## src/hw/rtl/isf_queue.sv

```systemverilog
// Small FIFO that carries classified read jobs from the front to the back.
// No dependencies.
`default_nettype none

module isf_queue #(
   parameter int unsigned WIDTH = 8,
   parameter int unsigned DEPTH = 2
) (
   input  wire              clock,
   input  wire              reset,
   input  wire              push,
   input  wire [WIDTH-1:0]  din,
   input  wire              pop,
   output logic [WIDTH-1:0] dout,
   output logic             empty,
   output logic             full
);

   localparam int unsigned PW = $clog2(DEPTH);
   localparam int unsigned NW = $clog2(DEPTH + 1);

   logic [WIDTH-1:0] slot_ff [DEPTH];
   logic [PW-1:0]    wr_ff, wr_in;
   logic [PW-1:0]    rd_ff, rd_in;
   logic [NW-1:0]    cnt_ff, cnt_in;

   always_comb begin
      wr_in  = push ? PW'(wr_ff + 1'b1) : wr_ff;
      rd_in  = pop ? PW'(rd_ff + 1'b1) : rd_ff;
      cnt_in = cnt_ff;
      if (push && !pop) begin
         cnt_in = NW'(cnt_ff + 1'b1);
      end else if (pop && !push) begin
         cnt_in = NW'(cnt_ff - 1'b1);
      end
   end

   assign dout  = slot_ff[rd_ff];
   assign empty = (cnt_ff == '0);
   assign full  = (cnt_ff == NW'(DEPTH));

   always_ff @(posedge clock) begin
      if (reset) begin
         wr_ff  <= '0;
         rd_ff  <= '0;
         cnt_ff <= '0;
      end else begin
         wr_ff  <= wr_in;
         rd_ff  <= rd_in;
         cnt_ff <= cnt_in;
      end
   end

   always_ff @(posedge clock) begin
      if (push) begin
         slot_ff[wr_ff] <= din;
      end
   end

endmodule

`default_nettype wire

```

## config.mk

```make
export PLATFORM = sky130hd
export DESIGN_NAME = isf_queue
export DESIGN_NICKNAME = d
export VERILOG_FILES = /design/src/hw/rtl/isf_queue.sv
export SDC_FILE = /design/constraint.sdc
export NUM_CORES = 1
export LEC_CHECK = 0
export ABC_AREA = 1
export BUFFER_PORTS_ARGS = -buffer_cell sky130_fd_sc_hd__buf_2
export CORE_MARGIN = 2
export CORE_UTILIZATION = 30
export DETAILED_ROUTE_END_ITERATION = 10
export PLACE_DENSITY_LB_ADDON = 0.15
export REMOVE_ABC_BUFFERS = 1
export SYNTH_ARGS = -nofsm -noshare
export SYNTH_HDL_FRONTEND = slang
export SYNTH_SLANG_ARGS = --single-unit
```

## constraint.sdc

```tcl
create_clock -name clock -period 1.2 [get_ports clock]
set_clock_uncertainty 0.05 [all_clocks]
set_input_delay 0.36 -clock clock [delete_from_list [all_inputs] [get_ports clock]]
set_output_delay 0.36 -clock clock [all_outputs]
set_load 0.01 [all_outputs]
```

==> out/results.txt <==
Worst Path Required = 790 ps
initial antenna violation count = 0
startpoint types = flop
Synth Instances = 58
FF+latch area = 584 um2
Top-Level Pins = 22
Via-to-Cell Ratio = 4.32
r2r worst-path depth = 8
worst reg2reg setup slack = 140 ps
max-slew violation count = 0
P_sw = 0.338 mW
CTS HTree Levels = 1
Power Internal = 1.12 mW
status = complete, but fails checks
reg-to-reg endpoint = cnt_ff[1]$_SDFFE_PP0P_
RSZ-0062 raised after global routing = true
synthesis-stage register bit count = 21
# rows = 18
R2R Path Start = cnt_ff[0]$_SDFFE_PP0P_
Final nets = 103
hold slack = 201 ps
CP Max Fanout = 6
syn avg cell area = 14.0 um2
number of setup violations in the final report = 10
CTS Buffer Depth = 2
DR pass1 iterations = 4
DIE AREA = 3130 um2
Final Wtd Congestion = 0.673
area of the mapped netlist = 811 um2
Final Worst Setup Slack = -418 ps
Slew headroom = 86.3%
Multi-input gate area = 216 um2
fraction of layout cells with a size suffix above 1 = 53.9%
vias in the first global route = 511
Leakage Power = 0.494 nW
Cell variety after synth = 16
fin util = 44.5%
pin count of the biggest net entering global routing = 13
Clk pwr share = 21.9%
Final Hold Fails = 0
sequential share of power = 58.4%
Worst setup endpoint = dout[7]
DR iter-0 viols = 7
die span in y = 56.0 um
Total GRT Usage = 9.30%
period utilization = 135%
CP Class = flop to output pin
dpl ws = -152 ps
Comb power frac = 19.6%
worst path arrival time = 1210 ps
Routed Antenna Nets = 0
Sw Share = 23.1%
antenna fix cells = 0
Fmax achieved = 618 MHz
CTS tree = yes
maximum VDD drop = 0.730 mV
Worst-Margin Slew = 204 ps
fillers = 243
clock root buffer = clkbuf_4
CTS Hold Bufs = 0
placed wire-length estimate = 942 um
failing checks = negative setup slack
DRC = 0
WL/cell = 11.1 um
clock transition at the registers of the reported paths = 110 ps
max-cap violation count = 0
CTS sink cnt = 21
number of I/O port buffers = 21
first-pass GRT wire length = 2180 um
DRT Wirelength = 1320 um
Crit. End Element = output pin
starting density of the core = 32.1%
worst skew pair latency = 290 ps
Chip Width = 56.0 um
Pwr per Cell Area = 1300 nW/um2
CTS buffer count = 3
total vias in the final route = 514
Area growth, synth to finish = 38.6%
final worst path period need = 1620 ps
Worst Hold Class = primary input to flop
GR Overflow Total = 0
register area share after synthesis = 71.6%
Core Box Area = 2520 um2
Warnings, synthesis = 0
Yosys cell counts:
cell type,count,area share [%]
nor3_1,1,0.62
edfxtp_1,16,59
inv_2,1,0.46
nand4_1,1,0.77
a21oi_1,1,0.62
nand2_2,1,0.77
inv_1,8,3.7
nand3_1,1,0.62
nor2_1,7,3.2
mux2_2,8,11
o21ai_0,1,0.62
xnor2_1,1,1.1
nand2_1,4,1.9
dfxtp_1,5,12
buf_6,1,1.4
ha_1,1,1.5
per-stage QoR:
step                      std cells  total power, mW  TNS, ps  cell area [um2]
after global routing            119             1.54    -4010             1120
after detailed placement        113             1.08    -1120              992
after CTS                       118             1.48    -3660             1110
after global placement          113             1.08    -1020              992
final                           119             1.46    -3490             1120
after floorplan                  57            0.979     -380              800
cells in the final DEF, fill, tap and decap left out, types with 2 or more instances in the layout:
master / synthesis / final
buf_2: 0 / 13
dfxtp_2: 0 / 3
buf_4: 0 / 5
dfxtp_1: 5 / 2
buf_6: 1 / 9
edfxtp_1: 16 / 16
inv_2: 1 / 2
nor2_1: 7 / 5
nand2_1: 4 / 4
nor2_2: 0 / 2
mux2_4: 0 / 7
clkbuf_4: 0 / 3
inv_1: 8 / 7
final cells by class:
class	instances	area share [%]
Multi-Input combinational cell	27	19.3
Inverter	9	3.01
Clock inverter	1	0.445
Timing Repair Buffer	28	19.9
Clock buffer	3	2.00
Tap cell	30	3.34
Sequential cell	21	52.0
power groups by stage:
stage	logic [mW]	clock network, mW	registers (mW)
2_1_floorplan	0.112	0	0.867
6_report	0.287	0.320	0.854
5_1_grt	0.314	0.371	0.858
4_1_cts	0.284	0.342	0.851
3_3_place_gp	0.214	0	0.864
3_5_place_dp	0.217	0	0.865
flip-flops by register name (all words and copies together), names as in the netlist, named ones only:
| register | count |
|---|---|
| rd_ff | 1 |
| cnt_ff | 2 |
| wr_ff | 1 |
| slot_ff | 16 |
cell families (layout without fill, tap and decap cells):
kind of cell             count (synthesis)  in the layout  share of synthesized area [%]
adder cells (fa/ha/maj)                  1              1                           1.54
AO/OA/AOI/OAI                            2              2                           1.23
AND/OR/NAND/NOR                         15             15                           7.87
flip-flops                              21             21                           71.6
multiplexers                             8              8                           11.1
buffers and inverters                   10             41                           5.56
XOR/XNOR                                 1              1                           1.08
how the worst min path moves through the flow:
stage	startpoint	endpoint	slack [ps]	cells past startpoint
global placement	wr_ff$_SDFFE_PP0P_	wr_ff$_SDFFE_PP0P_	450	2
finish	din[6]	slot_ff[0][6]$_DFFE_PP_	200	1
detailed placement	cnt_ff[0]$_SDFFE_PP0P_	cnt_ff[0]$_SDFFE_PP0P_	460	2
CTS	din[0]	slot_ff[0][0]$_DFFE_PP_	190	1
global route	din[1]	slot_ff[0][1]$_DFFE_PP_	190	1
floorplan	reset	flop	380	1
metal layers:
layer	track usage (%)	up-vias	wire length, um
met3	2.33	2	69
li1	-	257	-
met2	17.3	14	727
met1	8.85	241	499
met5	0	-	0
met4	6.12	0	23
critical path: stages, from the launching register on:
cell     delay [ps]
dfxtp_2         350
buf_6           140
mux2_4          310
buf_6           120
repair_timing:
action	CTS	global route
gates resized for setup	20	2
endpoints found under the setup margin	10	10
pin swaps	1	0
buffers inserted	1	1
(Power assumes the default switching activity.)
