--- src/hw/rtl/isf_pkg.sv ---
// Package for the image standardization core: field widths, status codes,
// request and result item types and the state encodings of the front and back.
// No dependencies.
`default_nettype none

package isf_pkg;

   localparam int unsigned INDEX_BITS  = 11;
   localparam int unsigned PIXEL_BITS  = 8;
   localparam int unsigned VALUE_BITS  = 10;
   localparam int unsigned STATUS_BITS = 2;

   localparam logic REQ_LOAD = 1'b0;
   localparam logic REQ_READ = 1'b1;

   typedef enum logic [STATUS_BITS-1:0] {
      ST_OK        = 2'd0,
      ST_NO_IMAGE  = 2'd1,
      ST_BAD_INDEX = 2'd2
   } status_type;

   typedef struct packed {
      logic                  req_type;
      logic [PIXEL_BITS-1:0] pixel;
      logic                  last;
      logic [INDEX_BITS-1:0] index;
   } isf_req_type;

   typedef struct packed {
      logic signed [VALUE_BITS-1:0] value;
      logic [INDEX_BITS-1:0]        position;
      logic [STATUS_BITS-1:0]       status;
   } isf_rsp_type;

   typedef enum logic [1:0] {
      FR_IDLE = 2'd0,
      FR_MUL  = 2'd1,
      FR_VAR  = 2'd2
   } front_state_type;

   typedef enum logic [2:0] {
      BK_IDLE = 3'd0,
      BK_MUL  = 3'd1,
      BK_SQR  = 3'd2,
      BK_CHK  = 3'd3,
      BK_DIV  = 3'd4,
      BK_ROOT = 3'd5,
      BK_OUT  = 3'd6
   } back_state_type;

endpackage

`default_nettype wire

--- src/hw/rtl/isf_front.sv ---
// Front of the standardization core: takes items, stores pixels, keeps the
// running statistics, closes images and classifies reads. Uses isf_pkg.
`default_nettype none

module isf_front #(
   parameter int unsigned MAX_PIXELS = 2048
) (
   input  wire                          clock,
   input  wire                          reset,
   input  wire                          start,
   input  isf_pkg::isf_req_type         req_item,
   output logic                         busy,
   output logic                         ram_we,
   output logic [$clog2(MAX_PIXELS)-1:0] ram_waddr,
   output logic [isf_pkg::PIXEL_BITS-1:0] ram_wdata,
   output logic [$clog2(MAX_PIXELS)-1:0] ram_raddr,
   input  wire  [isf_pkg::PIXEL_BITS-1:0] ram_rdata,
   input  wire                          q_full,
   output logic                         q_push,
   output logic [isf_pkg::INDEX_BITS + isf_pkg::STATUS_BITS + isf_pkg::PIXEL_BITS
                 + 4*$clog2(MAX_PIXELS+1) + 3*isf_pkg::PIXEL_BITS - 1:0] q_din
);

   import isf_pkg::*;

   localparam int unsigned CW = $clog2(MAX_PIXELS + 1);
   localparam int unsigned SW = CW + PIXEL_BITS;
   localparam int unsigned QW = CW + 2*PIXEL_BITS;
   localparam int unsigned VW = CW + QW;
   localparam int unsigned AW = $clog2(MAX_PIXELS);
   localparam int unsigned XW = (INDEX_BITS > CW) ? INDEX_BITS : CW;

   front_state_type state_ff, state_in;

   logic [CW-1:0] run_cnt_ff;
   logic [SW-1:0] run_sum_ff;
   logic [QW-1:0] run_sq_ff;
   logic [CW-1:0] fin_cnt_ff;
   logic [SW-1:0] fin_sum_ff;
   logic [QW-1:0] fin_sq_ff;
   logic [VW-1:0] nq_ff;
   logic [VW-1:0] ss_ff;
   logic [CW-1:0] img_cnt_ff;
   logic [SW-1:0] img_sum_ff;
   logic [VW-1:0] var_ff;
   logic          ready_ff;
   logic          rd_pend_ff;
   logic [INDEX_BITS-1:0]  rd_idx_ff;
   logic [STATUS_BITS-1:0] rd_status_ff, rd_status_in;

   logic          load_acc;
   logic          read_acc;
   logic          room;
   logic [CW-1:0] new_cnt;
   logic [SW-1:0] new_sum;
   logic [QW-1:0] new_sq;
   logic [XW-1:0] idx_ext;
   logic [VW-1:0] var_diff;
   logic [VW-1:0] var_new;
   logic          fin_done;

   assign load_acc = start && !busy && (req_item.req_type == REQ_LOAD);
   assign read_acc = start && !busy && (req_item.req_type == REQ_READ);
   assign room     = (run_cnt_ff < CW'(MAX_PIXELS));
   assign idx_ext  = XW'(req_item.index);

   always_comb begin
      new_cnt = run_cnt_ff;
      new_sum = run_sum_ff;
      new_sq  = run_sq_ff;
      if (room) begin
         new_cnt = CW'(run_cnt_ff + 1'b1);
         new_sum = SW'(run_sum_ff + SW'(req_item.pixel));
         new_sq  = QW'(run_sq_ff + QW'(req_item.pixel * req_item.pixel));
      end
   end

   always_comb begin
      var_diff = (nq_ff > ss_ff) ? VW'(nq_ff - ss_ff) : '0;
      var_new  = (var_diff < VW'(fin_cnt_ff)) ? VW'(fin_cnt_ff) : var_diff;
   end

   always_comb begin
      if (!ready_ff) begin
         rd_status_in = ST_NO_IMAGE;
      end else if (idx_ext >= XW'(img_cnt_ff)) begin
         rd_status_in = ST_BAD_INDEX;
      end else begin
         rd_status_in = ST_OK;
      end
   end

   // Next state.
   always_comb begin
      state_in = state_ff;
      case (state_ff)
         FR_IDLE: begin
            if (load_acc && req_item.last) begin
               state_in = FR_MUL;
            end
         end
         FR_MUL:  state_in = FR_VAR;
         FR_VAR:  state_in = FR_IDLE;
         default: state_in = FR_IDLE;
      endcase
   end

   // Outputs.
   always_comb begin
      busy      = (state_ff != FR_IDLE) || rd_pend_ff || q_full;
      ram_we    = load_acc && room;
      ram_waddr = run_cnt_ff[AW-1:0];
      ram_wdata = req_item.pixel;
      ram_raddr = idx_ext[AW-1:0];
      q_push    = rd_pend_ff;
      fin_done  = (state_ff == FR_VAR);
   end

   assign q_din = {rd_idx_ff, rd_status_ff, ram_rdata, img_cnt_ff, img_sum_ff, var_ff};

   always_ff @(posedge clock) begin
      if (reset) begin
         state_ff   <= FR_IDLE;
         run_cnt_ff <= '0;
         run_sum_ff <= '0;
         run_sq_ff  <= '0;
         img_cnt_ff <= '0;
         img_sum_ff <= '0;
         var_ff     <= '0;
         ready_ff   <= 1'b0;
         rd_pend_ff <= 1'b0;
      end else begin
         state_ff   <= state_in;
         rd_pend_ff <= read_acc;
         if (load_acc) begin
            ready_ff <= 1'b0;
            if (req_item.last) begin
               run_cnt_ff <= '0;
               run_sum_ff <= '0;
               run_sq_ff  <= '0;
            end else begin
               run_cnt_ff <= new_cnt;
               run_sum_ff <= new_sum;
               run_sq_ff  <= new_sq;
            end
         end
         if (fin_done) begin
            img_cnt_ff <= fin_cnt_ff;
            img_sum_ff <= fin_sum_ff;
            var_ff     <= var_new;
            ready_ff   <= 1'b1;
         end
      end
   end

   always_ff @(posedge clock) begin
      if (load_acc && req_item.last) begin
         fin_cnt_ff <= new_cnt;
         fin_sum_ff <= new_sum;
         fin_sq_ff  <= new_sq;
      end
      if (state_ff == FR_MUL) begin
         nq_ff <= VW'(fin_cnt_ff * fin_sq_ff);
         ss_ff <= VW'(fin_sum_ff * fin_sum_ff);
      end
      if (read_acc) begin
         rd_idx_ff    <= req_item.index;
         rd_status_ff <= rd_status_in;
      end
   end

endmodule

`default_nettype wire

--- config.mk ---
export PLATFORM = sky130hd
export DESIGN_NAME = isf_front
export DESIGN_NICKNAME = d
export VERILOG_FILES = /design/src/hw/rtl/isf_pkg.sv /design/src/hw/rtl/isf_front.sv
export SDC_FILE = /design/constraint.sdc
export NUM_CORES = 2
export LEC_CHECK = 0
export BUFFER_PORTS_ARGS = -buffer_cell sky130_fd_sc_hd__clkbuf_2
export CAP_MARGIN = 25
export CORE_MARGIN = 4
export CORE_UTILIZATION = 50
export DETAILED_ROUTE_END_ITERATION = 16
export GPL_ROUTABILITY_DRIVEN = 1
export PLACE_DENSITY = 0.76
export SETUP_SLACK_MARGIN = 0.1
export SLEW_MARGIN = 10
export SYNTH_ARGS = -nofsm -noshare
export SYNTH_HDL_FRONTEND = slang
export SYNTH_SLANG_ARGS = --single-unit
--- constraint.sdc ---
create_clock -name clock -period 9 [get_ports clock]
set_input_delay 2.25 -clock clock [delete_from_list [all_inputs] [get_ports clock]]
set_output_delay 2.25 -clock clock [all_outputs]
set_load 0.03 [all_outputs]
==> reports/results.tsv <==
metric	value	unit
rrSetupSlack	1080	ps
tightestPinTransition	1047	ps
synth_seq_area_share	19.12	%
cp_slowest_stage_delay	860	ps
worstPathCellList	nand2_1 -> fa_1 -> fa_1 -> fa_1 -> fa_1 -> inv_1 -> fa_1 -> fa_1 -> inv_1 -> fa_1 -> inv_1 -> ha_1 -> a21o_1 -> a21o_1 -> a21oi_1 -> o31ai_1 -> nand2_1 -> a41oi_1 -> a221o_1 -> a211o_1 -> a21o_1 -> a2111oi_0 -> nor2_1 -> xor2_1	
critPathLaunchType	register	
critical_path_class	reg2reg	
critPathMostFrequentCell	fa_1	
max_freq	126.2	MHz
cts_resized	0	
nNetsFinal	5122	
cp-end-kind	register	
hold_viol	0	
grt_pass1_vias	29880	
netlist_area	0.03812	mm²
reg2reg_depth	24	
ys_types	82	
drive_gt1_share	7.082	%
syn_inst	4160	
yosys.area.top_type_share	30.41	%
route.detailed.drc	0	
syn_area_per_cell	9.164	µm²
synth-xor-area-share	3.722	%
wl_per_cell	18.41	µm
clk_path_buf_depth	3	
die_h	284.1	µm
cts_root_buf	clkbuf_16	
synthTopCellsByArea	fa_1, edfxtp_1, ha_1	
worstPathRequired	9310	ps
initial_core_util	50.86	%
first_pass_iters	5	
async_reset_ff_share	0	%
rsz0062_at_grt	no	
power_leakage	20.38	nW
n_antenna_cell	0	
power_density	217.2	mW/mm²
totalWireLength	95.04	mm
cts_buffers	37	
synth_compound_area_share	9.948	%
synth_edf_count	152	
synth_top_family_by_area	adder cells	
clock_skew	27.46	ps
dpl.hpwl	75.75	mm
clk_latency	570	ps
die_w	284.1	µm
synth_mux_area_share	0.6794	%
reg2reg_from	fin_sum_ff[6]$_DFFE_PP_	
drv_cap	0	
yosys_warnings	0	
finalSetupTns	0	ps
h-tree-depth	2	
min_period	7923	ps
utilization	54.27	%
dieArea	0.08072	mm²
num_vias	28960	
cts.sinks	288	
path_clk_slew	60	ps
synth_fp_nets	5117	
dp_slack	1124	ps
endpoint	ss_ff[38]$_DFFE_PN_	
cp.arrival	8240	ps
grt_pass1_wl	154.8	mm
grt_util_all_layers	23.82	%
cts_tree	yes	
grt_use_met2	40.03	%
critical-path-slowest-cell	edfxtp_1	
rows	100	
dr.first_iter.drc_count	2188	
antenna_found_initial	4	
status	finished, final reports clean	
viasPerCell	5.608	
io_pins	159	
grtUsageMet1	31.06	%
drv_slew	0	
min_period_over_period	88.03	%
gp_congestion	0.9117	
rr_endpoint	ss_ff[38]$_DFFE_PN_	
hold_buffers	0	
setup_viol_count_final	0	
ys_seq_elements	288	
synth_flop_cell	edfxtp_1	
yosys.area_share.adder	41.76	%
min_from	var_ff[19]$_SDFFE_PP0P_	
post_cts_buffers	0	
numPortBuffers	142	
yosys.area_share.simple	14.60	%
syn2layout_area_growth	6.706	%
grt_max_degree	85	
core_area	0.07495	mm²
path_max_fanout	19	
min_path_type	reg2reg	
worstSetupStartpoint	fin_sum_ff[6]$_DFFE_PP_	
n_fill_cell	6587	
overflow	0	
setup_ws	1077	ps
ant_nets	0	
max_slew_margin	29.32	%
met3_usage	4.495	%
whs_path_depth	2	
busiest_layer	met2	
yosysTopAreaCell	fa_1	
ir_drop	483.7	µV
-- layout make-up --
cell class	instances	area (µm²)	area share, %
multi-input cells	2878	26980	66.33
flip-flops and latches	288	7288	17.92
inverters	770	2890	7.106
well taps	969	1212	2.981
repair buffers	190	1101	2.707
clock buffers	52	1064	2.615
clock inverters	16	138.9	0.3414
-- layout by cell type, fill, tap and decap left out, types with 28 or more instances in the layout --
cell	instances
a22oi_1	40
inv_1	769
fa_1	579
and2_1	209
clkbuf_2	141
a21oi_1	214
a21o_1	71
nor3_1	28
ha_1	345
dfxtp_1	135
edfxtp_1	152
xnor2_1	113
nor2_1	169
xor2_1	49
clkbuf_16	38
buf_4	45
o21ai_0	108
nand3_1	46
nand2_1	531
-- sequential cells by signal (all words and copies together) (netlist names) --
name	flops
fin_cnt_ff	12
fin_sq_ff	28
fin_sum_ff	20
img_cnt_ff	12
img_sum_ff	20
nq_ff	40
q_push	1
rd_idx_ff	11
rd_status_ff	2
ready_ff	1
run_cnt_ff	12
run_sq_ff	28
run_sum_ff	20
ss_ff	39
state_ff	2
var_ff	40
-- worst min path at each step --
stage | to | slack [ps]
global placement | var_ff[21]$_SDFFE_PP0P_ | 440
finish | var_ff[19]$_SDFFE_PP0P_ | 450
CTS | var_ff[21]$_SDFFE_PP0P_ | 450
global route | var_ff[21]$_SDFFE_PP0P_ | 460
detailed placement | var_ff[21]$_SDFFE_PP0P_ | 440
floorplan | rd_status_ff[0]$_SDFFCE_PN1P_ | 440
-- layer usage --
| layer | up-vias | share of wire [%] |
|---|---|---|
| met3 | 227 | 8.1 |
| met1 | 14510 | 40 |
| li1 | 13200 | - |
| met4 | 2 | 3.7 |
| met2 | 1016 | 48 |
| met5 | - | 0.014 |
-- cells in the mapped netlist (15+ instances only) --
cell	n
nor2b_1	21
nor2_1	170
o21bai_1	24
a22oi_1	40
dfxtp_1	136
nor3b_1	20
nand3_1	46
nand2b_1	23
and3_1	27
xor2_1	49
xnor2_1	113
o21ai_0	108
nand2_1	531
inv_1	770
buf_4	39
fa_1	579
a21o_1	71
a31oi_1	21
ha_1	345
nor3_1	29
and2_1	209
clkbuf_1	178
edfxtp_1	152
a21oi_1	215
or3_1	15
nand4_1	26
-- power by group --
part	switching (mW)	internal (mW)	leakage, nW
Clock	0.620	0.863	0.603
Sequential	0.0681	1.74	2.50
Combinational	3.19	2.36	17.3
Total	3.88	4.96	20.4
-- stage by stage --
stage / instances / cell area [µm²] / hold WS [ps] / power (mW)
detailed placement: 5092 / 39420 / 442.1 / 7.328
global route: 5163 / 40680 / 458.8 / 9.632
floorplan: 4160 / 38120 / 444.5 / 6.077
global placement: 5089 / 39400 / 440.4 / 7.192
CTS: 5160 / 40620 / 449.2 / 8.845
finish: 5163 / 40680 / 451.0 / 8.835
-- logic make-up after synthesis --
family / after synthesis
and+or+nand+nor: 1168
buffers and inverters: 994
adders and majority gates: 925
AOI/OAI and AO/OA: 600
DFF: 288
xor gates and xnor gates: 162
muxes: 23
-- worst max-delay path, delay by kind of cell (launching register included) --
kind	cells	cell delay [ps]
and+or+nand+nor	3	430
xor gates and xnor gates	1	150
AOI/OAI and AO/OA	9	2170
adders and majority gates	8	3900
DFF	1	860
buffers and inverters	3	140
Power figures use the tool's default switching activity.
