$ cat src/hw/rtl/isf_pkg.sv
// Package for the image standardization core: field widths, status codes,
// request and result item types and the state encodings of the front and back.
// No dependencies.
`default_nettype none

package isf_pkg;

   localparam int unsigned INDEX_BITS  = 11;
   localparam int unsigned PIXEL_BITS  = 8;
   localparam int unsigned VALUE_BITS  = 10;
   localparam int unsigned STATUS_BITS = 2;

   localparam logic REQ_LOAD = 1'b0;
   localparam logic REQ_READ = 1'b1;

   typedef enum logic [STATUS_BITS-1:0] {
      ST_OK        = 2'd0,
      ST_NO_IMAGE  = 2'd1,
      ST_BAD_INDEX = 2'd2
   } status_type;

   typedef struct packed {
      logic                  req_type;
      logic [PIXEL_BITS-1:0] pixel;
      logic                  last;
      logic [INDEX_BITS-1:0] index;
   } isf_req_type;

   typedef struct packed {
      logic signed [VALUE_BITS-1:0] value;
      logic [INDEX_BITS-1:0]        position;
      logic [STATUS_BITS-1:0]       status;
   } isf_rsp_type;

   typedef enum logic [1:0] {
      FR_IDLE = 2'd0,
      FR_MUL  = 2'd1,
      FR_VAR  = 2'd2
   } front_state_type;

   typedef enum logic [2:0] {
      BK_IDLE = 3'd0,
      BK_MUL  = 3'd1,
      BK_SQR  = 3'd2,
      BK_CHK  = 3'd3,
      BK_DIV  = 3'd4,
      BK_ROOT = 3'd5,
      BK_OUT  = 3'd6
   } back_state_type;

endpackage

`default_nettype wire

$ cat src/hw/rtl/isf_back.sv
// Back of the standardization core: runs one read job at a time through a
// restoring divider and a bit-by-bit square root. Uses isf_pkg.
`default_nettype none

module isf_back #(
   parameter int unsigned MAX_PIXELS = 2048,
   parameter int unsigned FRAC_BITS  = 5
) (
   input  wire                  clock,
   input  wire                  reset,
   input  wire                  q_empty,
   input  wire [isf_pkg::INDEX_BITS + isf_pkg::STATUS_BITS + isf_pkg::PIXEL_BITS
                + 4*$clog2(MAX_PIXELS+1) + 3*isf_pkg::PIXEL_BITS - 1:0] q_dout,
   output logic                 q_pop,
   output logic                 rsp_valid,
   output isf_pkg::isf_rsp_type rsp_item
);

   import isf_pkg::*;

   localparam int unsigned CW   = $clog2(MAX_PIXELS + 1);
   localparam int unsigned SW   = CW + PIXEL_BITS;
   localparam int unsigned QW   = CW + 2*PIXEL_BITS;
   localparam int unsigned VW   = CW + QW;
   localparam int unsigned QB   = 2*VALUE_BITS;
   localparam int unsigned RW   = 2*SW + 2*FRAC_BITS;
   localparam int unsigned DVW  = VW + QB;
   localparam int unsigned CMPW = (RW > DVW) ? RW : DVW;
   localparam int unsigned SCW  = $clog2(QB);
   localparam logic [VALUE_BITS-1:0] NEG_CAP = VALUE_BITS'(1) << (VALUE_BITS - 1);
   localparam logic [VALUE_BITS-1:0] POS_CAP = NEG_CAP - 1'b1;

   back_state_type state_ff, state_in;

   logic [INDEX_BITS-1:0]  e_idx;
   logic [STATUS_BITS-1:0] e_status;
   logic [PIXEL_BITS-1:0]  e_pixel;
   logic [CW-1:0]          e_cnt;
   logic [SW-1:0]          e_sum;
   logic [VW-1:0]          e_var;

   logic [INDEX_BITS-1:0]  pos_ff;
   logic [STATUS_BITS-1:0] status_ff;
   logic [PIXEL_BITS-1:0]  pix_ff;
   logic [CW-1:0]          cnt_ff;
   logic [SW-1:0]          sum_ff;
   logic [VW-1:0]          var_ff;
   logic [SW-1:0]          d_ff;
   logic                   neg_ff;
   logic [CMPW-1:0]        rem_ff;
   logic [CMPW-1:0]        dv_ff;
   logic [QB-1:0]          q_ff;
   logic [VALUE_BITS-1:0]  m_ff;
   logic [SCW-1:0]         step_ff;
   logic                   rsp_valid_ff;
   isf_rsp_type            rsp_ff;

   logic [SW-1:0]         nx;
   logic [2*SW-1:0]       d_sq;
   logic                  sat;
   logic                  div_ge;
   logic [VALUE_BITS-1:0] t;
   logic [QB-1:0]         t_sq;
   logic                  fits;
   logic [VALUE_BITS-1:0] mag;

   assign {e_idx, e_status, e_pixel, e_cnt, e_sum, e_var} = q_dout;

   always_comb begin
      nx     = SW'(cnt_ff * pix_ff);
      d_sq   = d_ff * d_ff;
      sat    = rem_ff >= (CMPW'(var_ff) << QB);
      div_ge = rem_ff >= dv_ff;
      t      = m_ff | (VALUE_BITS'(1) << step_ff);
      t_sq   = QB'(t * t);
      fits   = t_sq <= q_ff;
      if (neg_ff) begin
         mag = (m_ff > NEG_CAP) ? NEG_CAP : m_ff;
      end else begin
         mag = (m_ff > POS_CAP) ? POS_CAP : m_ff;
      end
   end

   // Next state.
   always_comb begin
      state_in = state_ff;
      case (state_ff)
         BK_IDLE: begin
            if (!q_empty) begin
               state_in = (e_status != ST_OK) ? BK_OUT : BK_MUL;
            end
         end
         BK_MUL:  state_in = BK_SQR;
         BK_SQR:  state_in = BK_CHK;
         BK_CHK:  state_in = sat ? BK_ROOT : BK_DIV;
         BK_DIV:  state_in = (step_ff == '0) ? BK_ROOT : BK_DIV;
         BK_ROOT: state_in = (step_ff == '0) ? BK_OUT : BK_ROOT;
         BK_OUT:  state_in = BK_IDLE;
         default: state_in = BK_IDLE;
      endcase
   end

   // Outputs.
   always_comb begin
      q_pop     = (state_ff == BK_IDLE) && !q_empty;
      rsp_valid = rsp_valid_ff;
      rsp_item  = rsp_ff;
   end

   always_ff @(posedge clock) begin
      if (reset) begin
         state_ff     <= BK_IDLE;
         rsp_valid_ff <= 1'b0;
      end else begin
         state_ff     <= state_in;
         rsp_valid_ff <= (state_ff == BK_OUT);
      end
   end

   always_ff @(posedge clock) begin
      case (state_ff)
         BK_IDLE: begin
            pos_ff    <= e_idx;
            status_ff <= e_status;
            pix_ff    <= e_pixel;
            cnt_ff    <= e_cnt;
            sum_ff    <= e_sum;
            var_ff    <= e_var;
            m_ff      <= '0;
            neg_ff    <= 1'b0;
         end
         BK_MUL: begin
            neg_ff <= nx < sum_ff;
            d_ff   <= (nx < sum_ff) ? SW'(sum_ff - nx) : SW'(nx - sum_ff);
         end
         BK_SQR: begin
            rem_ff <= CMPW'(d_sq) << (2*FRAC_BITS);
         end
         BK_CHK: begin
            // A quotient beyond the root range saturates the root search.
            q_ff <= sat ? '1 : '0;
            dv_ff   <= CMPW'(var_ff) << (QB - 1);
            step_ff <= sat ? SCW'(VALUE_BITS - 1) : SCW'(QB - 1);
            m_ff    <= '0;
         end
         BK_DIV: begin
            if (div_ge) begin
               rem_ff        <= CMPW'(rem_ff - dv_ff);
               q_ff[step_ff] <= 1'b1;
            end
            dv_ff   <= dv_ff >> 1;
            step_ff <= (step_ff == '0) ? SCW'(VALUE_BITS - 1) : SCW'(step_ff - 1'b1);
         end
         BK_ROOT: begin
            if (fits) begin
               m_ff <= t;
            end
            step_ff <= SCW'(step_ff - 1'b1);
         end
         BK_OUT: begin
            rsp_ff.value    <= neg_ff ? VALUE_BITS'('0 - mag) : mag;
            rsp_ff.position <= pos_ff;
            rsp_ff.status   <= status_ff;
         end
         default: begin
         end
      endcase
   end

   a_out_strobe: assert property (@(posedge clock) disable iff (reset)
      state_ff == BK_OUT |=> rsp_valid_ff)
      else $error("result strobe missing after output state");

   a_strobe_idle: assert property (@(posedge clock) disable iff (reset)
      rsp_valid_ff |-> state_ff == BK_IDLE)
      else $error("result strobe while a job is still running");

   a_error_zero: assert property (@(posedge clock) disable iff (reset)
      rsp_valid_ff && rsp_ff.status != ST_OK |-> rsp_ff.value == '0)
      else $error("error result carries a nonzero value");

   a_root_exit: assert property (@(posedge clock) disable iff (reset)
      state_ff == BK_ROOT |=> state_ff == BK_ROOT || state_ff == BK_OUT)
      else $error("root search left early");

endmodule

`default_nettype wire

$ cat config.mk
export PLATFORM = sky130hd
export DESIGN_NAME = isf_back
export DESIGN_NICKNAME = d
export VERILOG_FILES = /design/src/hw/rtl/isf_pkg.sv /design/src/hw/rtl/isf_back.sv
export SDC_FILE = /design/constraint.sdc
export NUM_CORES = 2
export LEC_CHECK = 0
export BUFFER_PORTS_ARGS = -buffer_cell sky130_fd_sc_hd__buf_2
export CAP_MARGIN = 20
export CORE_MARGIN = 2
export CORE_UTILIZATION = 49
export CTS_CLUSTER_DIAMETER = 100
export DETAILED_ROUTE_END_ITERATION = 8
export PLACE_DENSITY = 0.65
export SYNTH_ARGS = -nofsm -noshare
export SYNTH_HDL_FRONTEND = slang
export SYNTH_SLANG_ARGS = --single-unit
$ cat constraint.sdc
create_clock -name clock -period 12.19 [get_ports clock]
set_clock_uncertainty 0.15 [all_clocks]
set_input_delay 0 -clock clock [delete_from_list [all_inputs] [get_ports clock]]
set_output_delay 0 -clock clock [all_outputs]
set_load 0.01 [all_outputs]
==> impl_results.md <==
- WP data arrival: about 8.5 ns
- CTS tree: built
- Maximum number of pins on one net before global-route repair: 93
- Post-route antenna net violation count: 0
- Clk slew on worst S/H paths: approximately 0.06 ns
- Worst reg-to-reg setup slack: around 3.7 ns
- CP peak stage delay: just under 0.7 ns
- Root buf cell: clkbuf_16
- Fin crit share: between 60% and 70%
- Total CTS buffers: 39
- Critical Path Fanout Max: 10
- Final setup violation count: 0
- Die H: ~270 um
- RSZ-0062 raised after global routing: no
- Initial antenna violation count: 0
- Drt drc: 0
- R2R depth: 30
- Clock Path Buffers: 3
- DIE WIDTH: around 270 um
- Worst R2R Start: step_ff[0]$_DFFE_PP_
- Area Growth Syn to Fin: 12.58%
- Delay-heaviest family, CP: adder cells
- Slowest stage cell, crit path: nor4b_1
- Iteration-0 DRC Markers: 1,819
- Total Routed Length: around 84,000 um
- Synthesized Nets: roughly 4,600
- PortBufs: 120
- Hold endpoint: pos_ff[10]$_DFFE_PP_
- Worst path required time: 12.20 ns
- Setup Crit Path Kind: reg -> reg
- Max Clk Rate: approximately 120 MHz
- Vias in the first global route: between 20,000 and 30,000
- Cells on Worst Hold Path: 2
- CP startpoint kind: register
- Fin. Hold Viols: 0
- Post-synth top cells: inv_1, ha_1, fa_1
- Gr usage total: roughly 23%
- Max-slew violation count: 0
- Layout cells sized above 1: between 6 and 7%
- WL per Instance: approximately 17 um
- Cells after synthesis: 3,711
- 1st-pass router iterations: 6
- Total grt overflow: 0
- Vias per cell: 5.316
- I/O Pins: 121
- Syn avg cell area: approximately 9.5 um2
- Vias: roughly 26,000
- Row Count: 98
- HP Class: in -> reg
- DPL Wire Length: 64,460 um
- Most frequent cell after synthesis: inv_1
- Buffers & Inverters on Critical Path: 7
- Post-CTS resize count: 0
- Synth Warn #: 0
- Post-synth EDFFs: a little under 300
- Total Die Area: 73,770 um2
- Post-synth top area share: roughly a quarter
- H-tree depth: 2
- Area contributors post-synth: edfxtp_1, fa_1, ha_1
- First-pass GRT wire length: roughly 140,000 um
- Core ar.: just over 70,000 um2
- Clk sink count: between 200 and 300
- #FFs+latches synth: around 300
- Hold-fix buffers at CTS: between 150 and 200
- CP Capture Type: register
- Crit path top cell by count: inv_1
- R2R Path End: m_ff[3]$_SDFFCE_PN0P_
- Setup Fix Bufs, Post-CTS: 0
- Worst Hold Launch: q_dout[92]
- Placer Congestion: roughly 0.90
- Worst-margin pin slew: between 1 and 1.5 ns
- Fin crit period: roughly 8.5 ns
- Post-synthesis cell type count: 86
- Worst rel slew slack: roughly 30%
- Synth area leader: edfxtp_1
- Synth Cell Area: about 35,000 um2
- Initial core utilization: approximately 49%
- Setup TNS Final: 0 ns
- Sequential cell area fraction in the yosys report: between 20 and 30%
- NumNets Final: 4,816
- Status: finished clean
- Most used flip-flop cell after synthesis: edfxtp_1
- Max cap viols: 0
- Diodes inserted: 0
- Asr flop ratio synth: 0%
- Latest clock arrival within the worst-skew pair: just under 0.6 ns
worst max-delay path by stage:
stage / startpoint / to / cells after the start
2_1_floorplan: state_ff[0]$_SDFFE_PP0P_ / cnt_ff[0]$_DFFE_PP_ / 3
3_3_place_gp: step_ff[0]$_DFFE_PP_ / m_ff[2]$_SDFFCE_PN0P_ / 28
3_5_place_dp: step_ff[0]$_DFFE_PP_ / m_ff[4]$_SDFFCE_PN0P_ / 30
4_1_cts: step_ff[0]$_DFFE_PP_ / m_ff[4]$_SDFFCE_PN0P_ / 30
5_1_grt: step_ff[0]$_DFFE_PP_ / m_ff[4]$_SDFFCE_PN0P_ / 30
6_report: step_ff[0]$_DFFE_PP_ / m_ff[3]$_SDFFCE_PN0P_ / 30
layout by cell type, fill, tap and decap left out, types with 7 or more instances in the layout:
cell,count
o211ai_1,7
xor2_1,51
a211oi_1,19
nor3b_1,7
nor3_1,49
a21boi_0,7
o21bai_1,24
clkinv_1,12
o21ai_1,14
nand2b_1,25
o31ai_1,11
buf_2,120
nor2_1,233
mux2i_1,11
nand3_1,35
or2_2,11
a21oi_1,196
dlygate4sd3_1,175
nand2_1,329
xnor2_1,96
buf_4,17
nor4_1,11
o21a_1,25
nand4_1,41
ha_1,396
inv_1,688
a311oi_1,7
and3_1,18
a31oi_1,42
a211o_1,9
edfxtp_1,291
clkbuf_16,39
o21ai_0,145
and4_1,7
or3_1,11
fa_1,389
nor2b_1,29
a21o_1,88
and2_1,145
kinds of logic (layout without fill, tap and decap cells):
logic type,count (synthesis),count (layout),share of synthesized area [%]
buffers and inverters,821,1073,8.872
AND/OR/NAND/NOR,978,978,13.32
adder cells (fa/ha/maj),785,785,36.31
flip-flops,295,295,25.13
multiplexers,15,15,0.4422
XOR/XNOR,147,147,3.669
AO/OA/AOI/OAI,670,670,12.25
state kept, by name, indices dropped and copies added, names as in the netlist, 2 cells and up:
register   count
status_ff      2
var_ff        40
cnt_ff        12
sum_ff        20
q_ff          20
d_ff          20
m_ff          10
step_ff        5
pos_ff        11
pix_ff         8
state_ff       3
rem_ff        60
dv_ff         59
rsp_item      23
layout make-up:
cell class              instances  area [um2]
repair buffers                312        2480
multi-input cells            2595       23190
well taps                     950        1189
inverters                     692        2597
clock inverters                26       239.0
flip-flops and latches        295        8818
clock buffers                  43       991.0
fillers                      6331       31740
per-layer routing:
metal | up-vias | wire [um] | global-route usage [%]
li1 | 12730 | - | -
met1 | 12620 | 38710 | 33.23
met3 | 116 | 4475 | 2.786
met4 | 0 | 2135 | 6.001
met2 | 652 | 38590 | 37.37
met5 | - | 0 | 0
per-stage QoR:
stage | cells | area, um2 | hold WS, ns | worst slack, ns | utilization (%)
after floorplan | 3711 | 35090 | -0.1034 | 4.346 | -
after global placement | 4669 | 36520 | 0.02635 | 4.050 | 51.26
after detailed placement | 4669 | 36520 | 0.02808 | 3.780 | 51.26
after CTS | 4913 | 39500 | 0.0003524 | 3.740 | 55.45
after global routing | 4913 | 39500 | 0.001880 | 2.957 | 55.45
final | 4913 | 39500 | 0.01026 | 3.719 | 55.45
Power is not shown: default switching activity piles up to over one toggle a cycle in this logic, so the estimate is an artifact.
